$ cat src/hw/rtl/gpioeid_pkg.sv
// Shared types and constants of the external interrupt detector.
package gpioeid_pkg;

    localparam int PINS_PER_PORT_DEF = 8;
    localparam int PORT_PINS         = 8;
    localparam int PEND_W            = 24;
    localparam int CFG_ADDR_W        = 3;
    localparam int CFG_DATA_W        = 32;
    localparam int CTRL_W            = 16;
    localparam int TRIG_W            = 32;

    localparam logic [PEND_W-1:0]    MASK_RESET    = 24'hfffff0;
    localparam logic [PEND_W-1:0]    F_GROUP_BITS  = 24'h0000f0;
    localparam logic [PEND_W-1:0]    G_GROUP_BITS  = 24'hffff00;
    localparam logic [PORT_PINS-1:0] F_LEVEL_RESET = 8'h08;
    localparam logic [PORT_PINS-1:0] G_LEVEL_RESET = 8'hfe;

    // Input item kinds
    typedef enum logic [1:0] {
        MODE_F_EVENT = 2'd0,
        MODE_G_EVENT = 2'd1,
        MODE_CLEAR   = 2'd2,
        MODE_NONE    = 2'd3
    } mode_t;

    // Pin modes in the control registers
    typedef enum logic [1:0] {
        PIN_INPUT    = 2'd0,
        PIN_OUTPUT   = 2'd1,
        PIN_IRQ      = 2'd2,
        PIN_RESERVED = 2'd3
    } pin_mode_t;

    // Configuration register indexes
    typedef enum logic [CFG_ADDR_W-1:0] {
        REG_F_CONTROL = 3'd0,
        REG_G_CONTROL = 3'd1,
        REG_F_TRIGGER = 3'd2,
        REG_G_TRIGGER = 3'd3,
        REG_INT_MASK  = 3'd4
    } reg_idx_t;

    // Trigger kinds (low three bits of a pin's trigger field)
    localparam logic [2:0] KIND_LOW       = 3'd0;
    localparam logic [2:0] KIND_HIGH      = 3'd1;
    localparam logic [2:0] KIND_FALL_A    = 3'd2;
    localparam logic [2:0] KIND_FALL_B    = 3'd3;
    localparam logic [2:0] KIND_RISE_A    = 3'd4;
    localparam logic [2:0] KIND_RISE_B    = 3'd5;

    // Interrupt line codes for the group lines
    localparam logic [2:0] LINE_F_GROUP   = 3'd4;
    localparam logic [2:0] LINE_G_GROUP   = 3'd5;

    // Work the back end has to do for one item
    typedef enum logic [1:0] {
        OP_NONE   = 2'd0,
        OP_LATCH  = 2'd1,
        OP_DETECT = 2'd2,
        OP_CLEAR  = 2'd3
    } op_t;

    typedef struct packed {
        op_t              op;
        logic             port_g;
        logic [2:0]       pin;
        logic             level;
        logic [2:0]       kind;
        logic [PEND_W-1:0] clear_bits;
    } cmd_t;

    typedef struct packed {
        logic                 raise;
        logic [2:0]           raise_line;
        logic                 level_sensitive;
        logic                 drop_f_group;
        logic                 drop_g_group;
        logic [PEND_W-1:0]    pending_now;
        logic [PORT_PINS-1:0] port_f_levels;
        logic [PORT_PINS-1:0] port_g_levels;
    } res_t;

endpackage

$ cat src/hw/rtl/gpioeid_fifo.sv
// Small register queue used between the pipeline parts.
module gpioeid_fifo #(
    parameter int WIDTH = 8,
    parameter int DEPTH = 2
) (
    input  logic             clk,
    input  logic             rst_n,
    input  logic             push,
    input  logic [WIDTH-1:0] wdata,
    output logic             full,
    input  logic             pop,
    output logic [WIDTH-1:0] rdata,
    output logic             empty
);
    localparam int PTR_W = (DEPTH > 1) ? $clog2(DEPTH) : 1;
    localparam int CNT_W = $clog2(DEPTH + 1);

    logic [WIDTH-1:0] store_reg [DEPTH];
    logic [PTR_W-1:0] wr_ptr_reg;
    logic [PTR_W-1:0] rd_ptr_reg;
    logic [CNT_W-1:0] count_reg;
    logic             do_push;
    logic             do_pop;

    assign full    = (count_reg == CNT_W'(DEPTH));
    assign empty   = (count_reg == '0);
    assign do_push = push && !full;
    assign do_pop  = pop && !empty;
    assign rdata   = store_reg[rd_ptr_reg];

    // Write the entry at the tail
    always_ff @(posedge clk)
    begin
        if (do_push)
        begin
            store_reg[wr_ptr_reg] <= wdata;
        end
    end

    // Advance pointers and occupancy
    always_ff @(posedge clk or negedge rst_n)
    begin
        if (!rst_n)
        begin
            wr_ptr_reg <= '0;
            rd_ptr_reg <= '0;
            count_reg  <= '0;
        end
        else
        begin
            if (do_push)
            begin
                wr_ptr_reg <= (wr_ptr_reg == PTR_W'(DEPTH - 1)) ? '0 : wr_ptr_reg + 1'b1;
            end
            if (do_pop)
            begin
                rd_ptr_reg <= (rd_ptr_reg == PTR_W'(DEPTH - 1)) ? '0 : rd_ptr_reg + 1'b1;
            end
            if (do_push && !do_pop)
            begin
                count_reg <= count_reg + 1'b1;
            end
            else if (do_pop && !do_push)
            begin
                count_reg <= count_reg - 1'b1;
            end
        end
    end
endmodule

$ cat src/hw/rtl/gpioeid_front.sv
// Front end: classifies an incoming item against the pin configuration.
module gpioeid_front #(
    parameter int PINS_PER_PORT = gpioeid_pkg::PINS_PER_PORT_DEF
) (
    input  logic [1:0]                        mode,
    input  logic [2:0]                        pin,
    input  logic                              level,
    input  logic [gpioeid_pkg::PEND_W-1:0]    clear_bits,
    input  logic [gpioeid_pkg::CTRL_W-1:0]    port_f_control,
    input  logic [gpioeid_pkg::CTRL_W-1:0]    port_g_control,
    input  logic [gpioeid_pkg::TRIG_W-1:0]    port_f_trigger,
    input  logic [gpioeid_pkg::TRIG_W-1:0]    port_g_trigger,
    output gpioeid_pkg::cmd_t                 cmd
);
    import gpioeid_pkg::*;

    logic        pin_ok;
    logic        is_g;
    pin_mode_t   pin_mode;
    logic [2:0]  kind;

    // Pick the pin's control and trigger fields
    always_comb
    begin
        is_g     = (mode_t'(mode) == MODE_G_EVENT);
        pin_ok   = ({1'b0, pin} < 4'(PINS_PER_PORT));
        pin_mode = pin_mode_t'(is_g ? port_g_control[{pin, 1'b0} +: 2]
                                    : port_f_control[{pin, 1'b0} +: 2]);
        kind     = is_g ? port_g_trigger[{pin, 2'b00} +: 3]
                        : port_f_trigger[{pin, 2'b00} +: 3];
    end

    // Classify the item into back end work
    always_comb
    begin
        cmd.port_g     = is_g;
        cmd.pin        = pin;
        cmd.level      = level;
        cmd.kind       = kind;
        cmd.clear_bits = clear_bits;
        cmd.op         = OP_NONE;
        case (mode_t'(mode))
            MODE_F_EVENT, MODE_G_EVENT:
            begin
                if (pin_ok && pin_mode == PIN_INPUT)
                begin
                    cmd.op = OP_LATCH;
                end
                else if (pin_ok && pin_mode == PIN_IRQ)
                begin
                    cmd.op = OP_DETECT;
                end
            end
            MODE_CLEAR:
            begin
                cmd.op = OP_CLEAR;
            end
            default:
            begin
                cmd.op = OP_NONE;
            end
        endcase
    end
endmodule

$ cat src/hw/rtl/gpioeid_back.sv
// Back end: holds pin levels and pending bits and forms the result.
module gpioeid_back (
    input  logic                           clk,
    input  logic                           rst_n,
    input  logic                           cmd_valid,
    input  gpioeid_pkg::cmd_t              cmd,
    output logic                           cmd_pop,
    input  logic                           res_full,
    output logic                           res_push,
    output gpioeid_pkg::res_t              res,
    input  logic [gpioeid_pkg::PEND_W-1:0] int_mask
);
    import gpioeid_pkg::*;

    logic [PORT_PINS-1:0] f_levels_reg;
    logic [PORT_PINS-1:0] f_levels_next;
    logic [PORT_PINS-1:0] g_levels_reg;
    logic [PORT_PINS-1:0] g_levels_next;
    logic [PEND_W-1:0]    pending_reg;
    logic [PEND_W-1:0]    pending_next;
    logic [PORT_PINS-1:0] sel_levels;
    logic [PORT_PINS-1:0] upd_levels;
    logic [4:0]           set_idx;
    logic [PEND_W-1:0]    set_mask;
    logic                 changed;
    logic                 fire;
    logic                 is_level;

    assign cmd_pop  = cmd_valid && !res_full;
    assign res_push = cmd_pop;

    // Evaluate the trigger on the new level
    always_comb
    begin
        sel_levels          = cmd.port_g ? g_levels_reg : f_levels_reg;
        changed             = sel_levels[cmd.pin] ^ cmd.level;
        upd_levels          = sel_levels;
        upd_levels[cmd.pin] = cmd.level;
        set_idx             = cmd.port_g ? {2'b01, cmd.pin} : {2'b00, cmd.pin};
        set_mask            = PEND_W'(1) << set_idx;
        is_level            = 1'b0;
        case (cmd.kind) inside
            KIND_LOW:
            begin
                fire     = !cmd.level;
                is_level = 1'b1;
            end
            KIND_HIGH:
            begin
                fire     = cmd.level;
                is_level = 1'b1;
            end
            KIND_FALL_A, KIND_FALL_B:
            begin
                fire = changed && !cmd.level;
            end
            KIND_RISE_A, KIND_RISE_B:
            begin
                fire = changed && cmd.level;
            end
            default:
            begin
                fire = changed;
            end
        endcase
    end

    // Carry out the item
    always_comb
    begin
        f_levels_next       = f_levels_reg;
        g_levels_next       = g_levels_reg;
        pending_next        = pending_reg;
        res.raise           = 1'b0;
        res.raise_line      = '0;
        res.level_sensitive = 1'b0;
        res.drop_f_group    = 1'b0;
        res.drop_g_group    = 1'b0;
        case (cmd.op)
            OP_LATCH, OP_DETECT:
            begin
                if (cmd.port_g)
                begin
                    g_levels_next = upd_levels;
                end
                else
                begin
                    f_levels_next = upd_levels;
                end
                if (cmd.op == OP_DETECT && fire)
                begin
                    if (!cmd.port_g && !cmd.pin[2])
                    begin
                        res.raise           = 1'b1;
                        res.raise_line      = {1'b0, cmd.pin[1:0]};
                        res.level_sensitive = is_level;
                    end
                    else
                    begin
                        pending_next = pending_reg | set_mask;
                        if ((pending_next & ~int_mask) != '0)
                        begin
                            res.raise           = 1'b1;
                            res.raise_line      = cmd.port_g ? LINE_G_GROUP : LINE_F_GROUP;
                            res.level_sensitive = 1'b1;
                        end
                    end
                end
            end
            OP_CLEAR:
            begin
                pending_next     = pending_reg & ~cmd.clear_bits;
                res.drop_f_group = ((pending_next & F_GROUP_BITS) == '0);
                res.drop_g_group = ((pending_next & G_GROUP_BITS) == '0);
            end
            default:
            begin
                pending_next = pending_reg;
            end
        endcase
        res.pending_now   = pending_next;
        res.port_f_levels = f_levels_next;
        res.port_g_levels = g_levels_next;
    end

    // Hold state, update on each executed item
    always_ff @(posedge clk or negedge rst_n)
    begin
        if (!rst_n)
        begin
            f_levels_reg <= F_LEVEL_RESET;
            g_levels_reg <= G_LEVEL_RESET;
            pending_reg  <= '0;
        end
        else if (cmd_pop)
        begin
            f_levels_reg <= f_levels_next;
            g_levels_reg <= g_levels_next;
            pending_reg  <= pending_next;
        end
    end
endmodule

$ cat src/hw/rtl/gpioeid_top.sv
// Top level of the external interrupt detector for ports F and G.
// The block takes one item per cycle while the command queue is not full and returns one
// result per item, in order. An accepted item is classified against the pin configuration,
// queued, and executed by the back end once the result queue has room, which then holds the
// result for popping. The rate is set by the back end, which updates levels and pending bits.
// Both sides sit behind two-entry queues, so a stalled consumer holds back the producer only
// once both queues are full. Control and trigger registers take effect for items pushed
// after the write; the interrupt mask takes effect for items executed after the write.
module gpio_external_interrupt_detect #(
    parameter int PINS_PER_PORT = gpioeid_pkg::PINS_PER_PORT_DEF
) (
    input  logic                               clk,
    input  logic                               rst_n,
    input  logic                               push,
    output logic                               full,
    input  logic [1:0]                         mode,
    input  logic [2:0]                         pin,
    input  logic                               level,
    input  logic [gpioeid_pkg::PEND_W-1:0]     clear_bits,
    output logic                               empty,
    input  logic                               pop,
    output logic                               raise,
    output logic [2:0]                         raise_line,
    output logic                               level_sensitive,
    output logic                               drop_f_group,
    output logic                               drop_g_group,
    output logic [gpioeid_pkg::PEND_W-1:0]     pending_now,
    output logic [gpioeid_pkg::PORT_PINS-1:0]  port_f_levels,
    output logic [gpioeid_pkg::PORT_PINS-1:0]  port_g_levels,
    input  logic                               cfg_we,
    input  logic [gpioeid_pkg::CFG_ADDR_W-1:0] cfg_addr,
    input  logic [gpioeid_pkg::CFG_DATA_W-1:0] cfg_wdata
);
    import gpioeid_pkg::*;

    localparam int QUEUE_DEPTH = 2;

    logic [CTRL_W-1:0] f_control_reg;
    logic [CTRL_W-1:0] g_control_reg;
    logic [TRIG_W-1:0] f_trigger_reg;
    logic [TRIG_W-1:0] g_trigger_reg;
    logic [PEND_W-1:0] int_mask_reg;

    cmd_t  front_cmd;
    cmd_t  back_cmd;
    logic  cmd_empty;
    logic  cmd_pop;
    logic  res_full;
    logic  res_push;
    res_t  back_res;
    res_t  out_res;

    // Configuration registers
    always_ff @(posedge clk or negedge rst_n)
    begin
        if (!rst_n)
        begin
            f_control_reg <= '0;
            g_control_reg <= '0;
            f_trigger_reg <= '0;
            g_trigger_reg <= '0;
            int_mask_reg  <= MASK_RESET;
        end
        else if (cfg_we)
        begin
            case (reg_idx_t'(cfg_addr))
                REG_F_CONTROL: f_control_reg <= cfg_wdata[CTRL_W-1:0];
                REG_G_CONTROL: g_control_reg <= cfg_wdata[CTRL_W-1:0];
                REG_F_TRIGGER: f_trigger_reg <= cfg_wdata[TRIG_W-1:0];
                REG_G_TRIGGER: g_trigger_reg <= cfg_wdata[TRIG_W-1:0];
                REG_INT_MASK:  int_mask_reg  <= cfg_wdata[PEND_W-1:0];
                default:       int_mask_reg  <= int_mask_reg;
            endcase
        end
    end

    gpioeid_front #(
        .PINS_PER_PORT (PINS_PER_PORT)
    ) u_front (
        .mode           (mode),
        .pin            (pin),
        .level          (level),
        .clear_bits     (clear_bits),
        .port_f_control (f_control_reg),
        .port_g_control (g_control_reg),
        .port_f_trigger (f_trigger_reg),
        .port_g_trigger (g_trigger_reg),
        .cmd            (front_cmd)
    );

    gpioeid_fifo #(
        .WIDTH ($bits(cmd_t)),
        .DEPTH (QUEUE_DEPTH)
    ) u_cmd_queue (
        .clk   (clk),
        .rst_n (rst_n),
        .push  (push),
        .wdata (front_cmd),
        .full  (full),
        .pop   (cmd_pop),
        .rdata (back_cmd),
        .empty (cmd_empty)
    );

    gpioeid_back u_back (
        .clk       (clk),
        .rst_n     (rst_n),
        .cmd_valid (!cmd_empty),
        .cmd       (back_cmd),
        .cmd_pop   (cmd_pop),
        .res_full  (res_full),
        .res_push  (res_push),
        .res       (back_res),
        .int_mask  (int_mask_reg)
    );

    gpioeid_fifo #(
        .WIDTH ($bits(res_t)),
        .DEPTH (QUEUE_DEPTH)
    ) u_res_queue (
        .clk   (clk),
        .rst_n (rst_n),
        .push  (res_push),
        .wdata (back_res),
        .full  (res_full),
        .pop   (pop),
        .rdata (out_res),
        .empty (empty)
    );

    assign raise           = out_res.raise;
    assign raise_line      = out_res.raise_line;
    assign level_sensitive = out_res.level_sensitive;
    assign drop_f_group    = out_res.drop_f_group;
    assign drop_g_group    = out_res.drop_g_group;
    assign pending_now     = out_res.pending_now;
    assign port_f_levels   = out_res.port_f_levels;
    assign port_g_levels   = out_res.port_g_levels;

    // Only port F pins 4-7 and port G pins can ever be pending
    a_pending_range: assert property (@(posedge clk) disable iff (!rst_n)
        !empty |-> (pending_now & ~(F_GROUP_BITS | 24'h00ff00)) == '0)
        else $error("pending bit outside the source range");

    // A result without a raise carries no line and no level flag
    a_quiet_result: assert property (@(posedge clk) disable iff (!rst_n)
        (!empty && !raise) |-> (raise_line == '0 && !level_sensitive))
        else $error("line fields set without a raise");

    // Group lines are always reported as level sensitive
    a_group_level: assert property (@(posedge clk) disable iff (!rst_n)
        (!empty && raise && (raise_line == LINE_F_GROUP || raise_line == LINE_G_GROUP))
        |-> level_sensitive)
        else $error("group raise not level sensitive");

    // A drop of the F group means none of its bits is left
    a_drop_f: assert property (@(posedge clk) disable iff (!rst_n)
        (!empty && drop_f_group) |-> (pending_now & F_GROUP_BITS) == '0)
        else $error("F group dropped with bits pending");

    // The back end never executes into a full result queue
    a_no_overrun: assert property (@(posedge clk) disable iff (!rst_n)
        res_push |-> !res_full)
        else $error("result written into a full queue");
endmodule
$ cat config.mk
export PLATFORM = sky130hd
export DESIGN_NAME = gpio_external_interrupt_detect
export DESIGN_NICKNAME = d
export VERILOG_FILES = /design/src/hw/rtl/gpioeid_pkg.sv /design/src/hw/rtl/gpioeid_fifo.sv /design/src/hw/rtl/gpioeid_front.sv /design/src/hw/rtl/gpioeid_back.sv /design/src/hw/rtl/gpioeid_top.sv
export SDC_FILE = /design/constraint.sdc
export NUM_CORES = 1
export LEC_CHECK = 0
export BUFFER_PORTS_ARGS = -buffer_cell sky130_fd_sc_hd__clkbuf_2
export CAP_MARGIN = 15
export CORE_ASPECT_RATIO = 2
export CORE_UTILIZATION = 42
export DETAILED_ROUTE_END_ITERATION = 16
export SYNTH_ARGS = -nofsm -noshare
export SYNTH_HDL_FRONTEND = slang
export SYNTH_SLANG_ARGS = --single-unit
$ cat constraint.sdc
create_clock -name clk -period 3.9 [get_ports clk]
set_input_delay 1.17 -clock clk [delete_from_list [all_inputs] [get_ports clk]]
set_output_delay 1.17 -clock clk [all_outputs]
set_load 0.02 [all_outputs]
==> run_results.csv, run 1 <==
group,metric,value,unit
final_layout,largest_reg_flops,94,
clock_network,cts_buffer_depth,3,
final_layout,nets,1156,
clock_network,clock-sinks,314,
synth,synth-simple-area-share,0.0593,
worst_setup_path,r2r_end,"u_res_queue.store_reg[0][22]",
floorplan,coreArea,0.0323,sq mm
clock_network,cts_setup_buffers,0,
power,leakage,6.18,nW
grt,antenna_found_initial,0,
worst_setup_path,regToRegSetupSlack,570,ps
synth,ys_seq_area_frac,0.627,
placement,place_congestion,0.950,
drt,antenna_left,0,
final_layout,final_common_cell,"mux2_2",
grt,grt_use_total,0.200,
synth,synth.area.mux_share,0.203,
grt,busiest_layer,"met2",
power,power_density,798,mW/mm^2
timing,setup_viol,0,
worst_setup_path,worstPathArrival,3680,ps
final_layout,drive_gt1_frac,0.384,
grt,met1_usage,0.228,
synth,synthAdderAreaFrac,0.00631,
grt,gr-total-overflow,0,
timing,drv_slew,0,
clock_network,ctsResizeCount,0,
placement,dp_hpwl,23700,um
synth,netlist_area,0.0139,sq mm
clock_network,ctsHoldBuffers,0,
placement,numPortBuffers,116,
worst_setup_path,path_cells,"mux2_4 -> nand2_1 -> a21oi_1 -> nor4_1 -> mux2_2 -> ha_1 -> a21oi_1 -> a221oi_1 -> o21ai_2 -> nand4_2 -> o21ai_0",
outcome,outcome,"finished clean",
floorplan,start_util,0.429,
grt,grt_max_degree,78,
timing,relSlewSlack,0.446,
drt,num_vias,8320,
grt,grt_use_met2,0.366,
floorplan,num_rows,93,
grt,grt_pass1_wl,50500,um
worst_setup_path,cp_slowest_stage_delay,700,ps
synth,synth-main-ff-cell,"edfxtp_1",
final_layout,fill_cells,2908,
clock_network,root_buffer,"clkbuf_16",
final_layout,n_antenna_cell,0,
synth,synth_edf_count,162,
timing,finalHoldViolCount,0,
worst_setup_path,crit_fanout,28,
timing,worstMarginPinSlew,831,ps
worst_setup_path,rr_startpoint,"u_cmd_queue.rd_ptr_reg",
synth,yosysWarnings,0,
worst_setup_path,worst_setup_path_end_kind,"flip-flop",
clock_network,clk-insertion-delay-late,560,ps
synth,synthArstFlopShare,0.484,
final_layout,final_cell_mix,"172 x mux2_2, 162 x edfxtp_1, 122 x dfrtp_1, 115 x clkbuf_2, 72 x nand2_1",
run,drv_cap,0,
worst_setup_path,critPathRequiredTime,4260,ps
synth,synth_compound_area_frac,0.0744,
drt,drc_errors,0,
worst_setup_path,cp-endpoint,"u_res_queue.store_reg[0][22]",
floorplan,die_y,259,um
worst_setup_path,cp-start-kind,"flip-flop",
placement,dpl_cell_area,0.0150,sq mm
clock_network,cts_tree,"yes",
drt,wirelength,32300,um
worst_hold_path,hold_class,"reg2reg",
floorplan,die_area,0.0338,sq mm
synth,synth_xor_area_frac,0.00757,
synth,synth_top_family_by_area,"multiplexers",
worst_setup_path,critPathKind,"reg2reg",
worst_setup_path,slowest_stage,"dfrtp_2",
floorplan,die_x,131,um
floorplan,num_io_pins,119,
synth,synth_area_per_cell,14.5,sq um
timing,finalCriticalPeriod,3330,ps
synth,synthesis.instances,958,
synth,ys_types,68,
timing,fin_setup_tns,0,ps
timing,fmax,301,MHz
drt,viasPerCell,5.45,
timing,min_period_over_period,0.853,
synth,synth_nets,1035,
drt,drt_first_iter_violations,516,
drt,drt_first_pass_iters,4,
clock_network,cts_max_level,1,
final_layout,final_area,0.0159,sq mm
timing,rsz0062_at_grt,"false",
grt,use_met3,0.0214,
grt,grt_pass1_vias,8688,
worst_setup_path,crit_top_cell,"a21oi_1",
clock_network,numCtsBuffers,27,
timing,skew,11.5,ps
worst_setup_path,ff2ff_path_depth,11,
power,max-vdd-ir-drop,0.000421,V
final_layout,syn_to_final_growth,14.8,%
synth,ys_seq_elements,314,
worst_setup_path,setup.worst_path.start,"u_cmd_queue.rd_ptr_reg",
drt,post_drt_wl_per_cell,21.1,um
clock_network,path_clk_slew,70,ps
[routing by layer]
layer | vias to the layer above | routed length (um)
li1 | 3846 | -
met1 | 4190 | 12200
met2 | 213 | 17500
met3 | 71 | 1190
met4 | 0 | 1410
met5 | - | 0
[how the worst min path moves through the flow]
| stage | from | end | slack, ps | depth (start not counted) |
|---|---|---|---|---|
| final | g_trigger_reg[30] | g_trigger_reg[30] | 500 | 1 |
| after CTS | g_trigger_reg[16] | g_trigger_reg[16] | 500 | 1 |
| after detailed placement | g_trigger_reg[16] | g_trigger_reg[16] | 480 | 1 |
| after floorplan | u_cmd_queue.wr_ptr_reg | u_cmd_queue.wr_ptr_reg | 460 | 1 |
| after global routing | g_trigger_reg[4] | g_trigger_reg[4] | 510 | 1 |
| after global placement | g_trigger_reg[16] | g_trigger_reg[16] | 480 | 1 |
[synthesized netlist by cell type, types with 14 or more instances]
cell type / n / area share
mux2_2: 172 / 0.14
edfxtp_1: 162 / 0.35
dfrtp_1: 124 / 0.22
nand2_1: 72 / 0.019
a21oi_1: 41 / 0.015
mux2i_1: 30 / 0.022
dfstp_2: 28 / 0.053
o21ai_0: 27 / 0.0097
nand2b_1: 25 / 0.011
nor2_1: 24 / 0.0065
o22ai_1: 24 / 0.011
clkbuf_1: 23 / 0.0062
inv_1: 23 / 0.0062
a31oi_1: 20 / 0.0090
mux4_2: 18 / 0.029
buf_2: 14 / 0.0050
[metrics by stage]
step | std cells | hold WS, ps | worst slack, ps | total power, W | util
finish | 1527 | 500 | 575 | 0.0127 | 0.493
global route | 1527 | 515 | 307 | 0.0134 | 0.493
CTS | 1527 | 501 | 547 | 0.0129 | 0.493
detailed placement | 1477 | 485 | 413 | 0.00999 | 0.464
global placement | 1477 | 481 | 449 | 0.00988 | 0.464
floorplan | 958 | 461 | 601 | 0.00855 | -
[cell families (layout without fill, tap and decap cells)]
family / count (synthesis) / in the layout
multiplexers: 227 / 227
flip-flops: 314 / 314
buffers and inverters: 71 / 213
adder cells (fa/ha/maj): 7 / 7
AND/OR/NAND/NOR: 167 / 167
XOR/XNOR: 12 / 12
AO/OA/AOI/OAI: 160 / 160
[where the power goes]
group | switching, W | leakage [nW] | internal, W
clock | 0.00123 | 0.453 | 0.00163
sequential | 0.000536 | 3.34 | 0.00488
combinational | 0.00269 | 2.38 | 0.00175
[cell type report]
class                      count  area [sq um]  share of cell area
multi-input combinational    573          4890               0.307
clock buffer                  29           693              0.0435
sequential                   314          8710               0.546
timing repair buffer         138           777              0.0487
tap                          427           534              0.0335
inverter                      25          93.8             0.00589
clock inverter                21           248              0.0155
[worst max-delay path: cells and delay by family (launching register included)]
| family | cells | cell delay [ps] |
|---|---|---|
| AO/OA/AOI/OAI | 5 | 760 |
| adder cells (fa/ha/maj) | 1 | 220 |
| flip-flops | 1 | 700 |
| multiplexers | 2 | 670 |
| AND/OR/NAND/NOR | 3 | 760 |
Power figures use the tool's default switching activity.
==> inputs of run 2 (changes only) <==
--- a/config.mk
+++ b/config.mk
@@ -11,4 +11,5 @@
 export CORE_UTILIZATION = 42
 export DETAILED_ROUTE_END_ITERATION = 16
+export REMOVE_ABC_BUFFERS = 1
 export SYNTH_ARGS = -nofsm -noshare
 export SYNTH_HDL_FRONTEND = slang
==> constraint.sdc (replaced) <==
create_clock -name clk -period 3.9 [get_ports clk]
set_input_delay 0.195 -clock clk [delete_from_list [all_inputs] [get_ports clk]]
set_output_delay 0.195 -clock clk [all_outputs]
set_load 0.02 [all_outputs]
==> run_results.csv, run 2 (synthesis results as in run 1) <==
group,metric,value,unit
final_layout,n_antenna_cell,0,
timing,min_period_over_period,0.896,
grt,use_met3,0.0198,
worst_setup_path,crit_fanout,27,
drt,wirelength,31900,um
power,power_density,763,mW/mm^2
floorplan,die_area,0.0338,sq mm
worst_setup_path,ff2ff_path_depth,11,
floorplan,die_y,259,um
placement,numPortBuffers,116,
worst_setup_path,setup.worst_path.start,"u_cmd_queue.rd_ptr_reg",
drt,post_drt_wl_per_cell,20.2,um
power,comb_power_share,0.355,
power,swShare,0.354,
grt,grt_pass1_vias,8897,
drt,viasPerCell,5.33,
power,pwr-share-clk,0.209,
power,p_switching,0.00443,W
drt,drt_first_pass_iters,5,
final_layout,nets,1210,
clock_network,ctsHoldBuffers,58,
final_layout,largest_reg_flops,94,
outcome,outcome,"finished clean",
final_layout,final_area,0.0164,sq mm
placement,place_congestion,0.825,
worst_hold_path,hold_class,"in2reg",
timing,finalCriticalPeriod,3500,ps
clock_network,cts_buffer_depth,3,
worst_setup_path,regToRegSetupSlack,400,ps
final_layout,fill_cells,2883,
floorplan,start_util,0.429,
timing,rsz0062_at_grt,"false",
floorplan,coreArea,0.0323,sq mm
timing,skew,9.87,ps
grt,grt_pass1_wl,50300,um
grt,busiest_layer,"met2",
clock_network,clk-insertion-delay-late,550,ps
worst_setup_path,r2r_end,"u_res_queue.store_reg[1][45]",
clock_network,numCtsBuffers,27,
worst_setup_path,rr_startpoint,"u_cmd_queue.rd_ptr_reg",
worst_setup_path,cp-start-kind,"flip-flop",
power,leakage,6.34,nW
worst_setup_path,cp-endpoint,"u_res_queue.store_reg[1][45]",
worst_setup_path,critPathRequiredTime,4220,ps
grt,antenna_found_initial,0,
final_layout,final_cell_mix,"172 x mux2_2, 162 x edfxtp_1, 122 x dfrtp_1, 115 x clkbuf_2, 72 x nand2_1",
clock_network,cts_setup_buffers,0,
timing,drv_slew,0,
worst_setup_path,worst_setup_path_end_kind,"flip-flop",
placement,dpl_cell_area,0.0149,sq mm
drt,drc_errors,0,
power,seqPwrFrac,0.436,
clock_network,root_buffer,"clkbuf_16",
grt,grt_use_met2,0.364,
clock_network,cts_tree,"yes",
grt,gr-total-overflow,0,
grt,grt_use_total,0.198,
final_layout,final_common_cell,"mux2_2",
drt,antenna_left,0,
final_layout,drive_gt1_frac,0.361,
timing,worst_hold_slack,103,ps
placement,dp_hpwl,22900,um
floorplan,die_x,131,um
floorplan,num_rows,93,
clock_network,ctsResizeCount,0,
timing,worstMarginPinSlew,978,ps
grt,grt_max_degree,85,
timing,fmax,286,MHz
power,power.total,0.0125,W
final_layout,syn_to_final_growth,18.0,%
power,max-vdd-ir-drop,0.000364,V
worst_setup_path,worstPathArrival,3810,ps
clock_network,path_clk_slew,70,ps
worst_setup_path,critPathKind,"reg2reg",
drt,num_vias,8420,
grt,met1_usage,0.224,
floorplan,num_io_pins,119,
drt,drt_first_iter_violations,432,
timing,relSlewSlack,0.348,
run,drv_cap,0,
timing,finalHoldViolCount,0,
clock_network,cts_max_level,1,
timing,setup_viol,0,
clock_network,clock-sinks,314,
power,p_int,0.00808,W
## run 2: cell types whose count changed in the layout (fill, tap and decap cells not counted), sizes merged
cell         change
clkbuf           +5
clkinv           -1
inv              -3
clkinvlp         +1
bufinv           -3
buf              -4
dlygate4sd3     +58
## run 2: layout make-up
type                    count  area [sq um]  share of cell area
inverters                  25          93.8             0.00573
multi-input cells         573          4890               0.299
well taps                 427           534              0.0326
clock buffers              34           712              0.0435
clock inverters            15           129             0.00787
flip-flops and latches    314          8710               0.531
repair buffers            192          1320              0.0803
## run 2: how the worst min path moves through the flow
| stage | from | end | cells after the start |
|---|---|---|---|
| 6_report | mode[1] | u_cmd_queue.store_reg[1][33] | 3 |
| 5_1_grt | cfg_addr[0] | f_trigger_reg[26] | 3 |
| 4_1_cts | cfg_addr[0] | f_trigger_reg[26] | 3 |
| 3_5_place_dp | rst_n | u_cmd_queue.wr_ptr_reg | 1 |
| 3_3_place_gp | rst_n | u_cmd_queue.wr_ptr_reg | 1 |
| 2_1_floorplan | rst_n | f_control_reg[0] | 0 |
## run 2: per-stage QoR
step / util / std cells / TNS [ps] / setup slack (ps)
floorplan: - / 912 / -1720 / -68.1
global placement: 0.462 / 1472 / 0 / 470
detailed placement: 0.462 / 1472 / 0 / 409
CTS: 0.506 / 1579 / 0 / 399
global route: 0.506 / 1580 / 0 / 162
finish: 0.506 / 1580 / 0 / 404
## run 2: metal layers
layer | routed length (um) | vias up | part of all wire
li1 | - | 3958 | -
met1 | 12100 | 4223 | 0.38
met2 | 17300 | 173 | 0.54
met3 | 1030 | 66 | 0.032
met4 | 1490 | 0 | 0.047
met5 | 0 | - | 0
## run 2: worst max-delay path: stages (launching register included)
cell	delay, ps
dfrtp_2	700
mux2_4	440
nand2_1	100
a21oi_1	60
nor4_1	430
mux2_2	240
ha_1	220
a21oi_1	110
a221oi_1	70
o21ai_2	180
nand3_1	270
nor3_1	420
## run 2: power groups by stage
| stage | combinational (W) | clock [W] | sequential, W |
|---|---|---|---|
| 6_report | 0.00444 | 0.00261 | 0.00545 |
| 3_5_place_dp | 0.00445 | 0 | 0.00554 |
| 5_1_grt | 0.00484 | 0.00279 | 0.00558 |
| 3_3_place_gp | 0.00439 | 0 | 0.00548 |
| 2_1_floorplan | 0.00304 | 0 | 0.00539 |
| 4_1_cts | 0.00451 | 0.00268 | 0.00547 |
==> inputs of run 3 (changes only) <==
Settings changed: CORE_ASPECT_RATIO 2 to not set.
==> run_results.csv, run 3 (synthesis results as in run 1) <==
group,metric,value,unit
outcome,outcome,"finished clean",
grt,grt_max_degree,82,
timing,fmax,300,MHz
worst_setup_path,setup.worst_path.start,"u_cmd_queue.rd_ptr_reg",
drt,viasPerCell,5.37,
drt,drc_errors,0,
placement,numPortBuffers,116,
timing,skew,29.1,ps
final_layout,final_common_cell,"mux2_2",
final_layout,fill_cells,2871,
power,power_density,789,mW/mm^2
drt,antenna_left,0,
run,drv_cap,0,
drt,drt_first_pass_iters,7,
worst_setup_path,regToRegSetupSlack,560,ps
floorplan,num_rows,66,
worst_setup_path,cp-endpoint,"u_res_queue.store_reg[1][26]",
floorplan,die_y,184,um
grt,grt_pass1_wl,48900,um
worst_setup_path,worst_setup_path_end_kind,"flip-flop",
final_layout,nets,1205,
worst_setup_path,ff2ff_path_depth,11,
final_layout,n_antenna_cell,0,
placement,dpl_worst_slack,637,ps
timing,relSlewSlack,0.363,
grt,antenna_found_initial,0,
power,p_int,0.00849,W
worst_setup_path,r2r_end,"u_res_queue.store_reg[1][26]",
grt,grt_pass1_vias,8523,
clock_network,root_buffer,"clkbuf_16",
floorplan,die_x,184,um
worst_setup_path,critPathRequiredTime,4130,ps
power,comb_power_share,0.347,
timing,setup_viol,0,
clock_network,clock-sinks,314,
drt,wirelength,31700,um
timing,finalHoldViolCount,0,
clock_network,cts_tree,"yes",
power,pwr-share-clk,0.239,
floorplan,coreArea,0.0325,sq mm
placement,place_congestion,0.899,
worst_setup_path,crit_fanout,16,
timing,drv_slew,0,
worst_setup_path,rr_startpoint,"u_cmd_queue.rd_ptr_reg",
timing,fin_ws,565,ps
clock_network,cts_max_level,2,
power,leakage,6.42,nW
timing,rsz0062_at_grt,"false",
worst_setup_path,worstPathArrival,3570,ps
clock_network,cts_setup_buffers,0,
timing,finalCriticalPeriod,3340,ps
power,p_switching,0.00456,W
timing,min_period_over_period,0.855,
clock_network,ctsResizeCount,0,
timing,worst_hold_slack,13.0,ps
clock_network,cts_buffer_depth,3,
final_layout,largest_reg_flops,94,
worst_setup_path,cp-start-kind,"flip-flop",
floorplan,die_area,0.0338,sq mm
power,max-vdd-ir-drop,0.000368,V
drt,post_drt_wl_per_cell,19.8,um
clock_network,clk-insertion-delay-late,530,ps
power,seqPwrFrac,0.415,
floorplan,start_util,0.427,
placement,dp_hpwl,21200,um
grt,grt_use_total,0.190,
clock_network,path_clk_slew,60,ps
worst_setup_path,critPathKind,"reg2reg",
floorplan,num_io_pins,119,
final_layout,syn_to_final_growth,19.2,%
power,swShare,0.349,
worst_hold_path,hold_class,"in2reg",
clock_network,numCtsBuffers,34,
final_layout,drive_gt1_frac,0.367,
drt,drt_first_iter_violations,510,
drt,num_vias,8571,
grt,gr-total-overflow,0,
final_layout,final_cell_mix,"172 x mux2_2, 162 x edfxtp_1, 122 x dfrtp_1, 115 x clkbuf_2, 72 x nand2_1",
timing,worstMarginPinSlew,955,ps
==> run 3: how the worst min path moves through the flow <==
stage / slack, ps / cells past startpoint / to / start
after floorplan: -100 / 0 / f_control_reg[0] / rst_n
after global placement: 320 / 1 / g_trigger_reg[20] / rst_n
after detailed placement: 320 / 1 / g_trigger_reg[16] / rst_n
after CTS: 0.6 / 2 / g_control_reg[8] / cfg_wdata[8]
after global routing: 10 / 2 / g_control_reg[8] / cfg_wdata[8]
final: 10 / 2 / f_control_reg[6] / cfg_wdata[6]
==> run 3: per-stage QoR <==
stage               total power, W  utilization  instance area [sq um]  TNS, ps  instances
floorplan                  0.00843            -                  13700    -1720        912
global placement           0.00988        0.460                  15000        0       1485
detailed placement         0.00997        0.460                  15000        0       1485
CTS                         0.0132        0.508                  16500        0       1595
global route                0.0138        0.508                  16500        0       1596
finish                      0.0131        0.508                  16500        0       1596
==> run 3: power by group through the flow <==
stage               Clock, W  Sequential [W]  Combinational (W)
finish               0.00312         0.00541            0.00452
global route         0.00332         0.00553            0.00491
CTS                  0.00319         0.00542            0.00456
detailed placement         0         0.00548            0.00450
global placement           0         0.00543            0.00445
floorplan                  0         0.00539            0.00304
==> run 3: cell type report <==
cell class,instances,area [sq um],share of cell area
multi-input combinational,573,4890,0.296
sequential,314,8710,0.526
timing repair buffer,180,1210,0.0733
clock buffer,49,947,0.0573
clock inverter,13,138,0.00832
inverter,25,93.8,0.00567
tap,442,553,0.0334
==> run 3: what timing repair did <==
| item | 4_1_cts | 5_1_grt |
|---|---|---|
| hold buffers | 48 | 0 |
| setup endpoints to repair | 0 | 0 |
| hold endpoints to repair | 170 | 0 |
==> run 3: worst max-delay path: stages, from the launching register on <==
cell      delay, ps
dfrtp_2         580
buf_4           270
mux2_2          370
a21oi_1         170
nor4_1           90
mux2_2          280
ha_1            280
a21oi_1          40
a221oi_1        250
o21ai_2         200
nand2_1         320
o21ai_0         220
==> run 3: metal layers <==
layer,part of all wire,global-route usage
met3,0.046,0.0333
met2,0.47,0.304
met4,0.020,0.0513
met1,0.47,0.268
met5,0,0
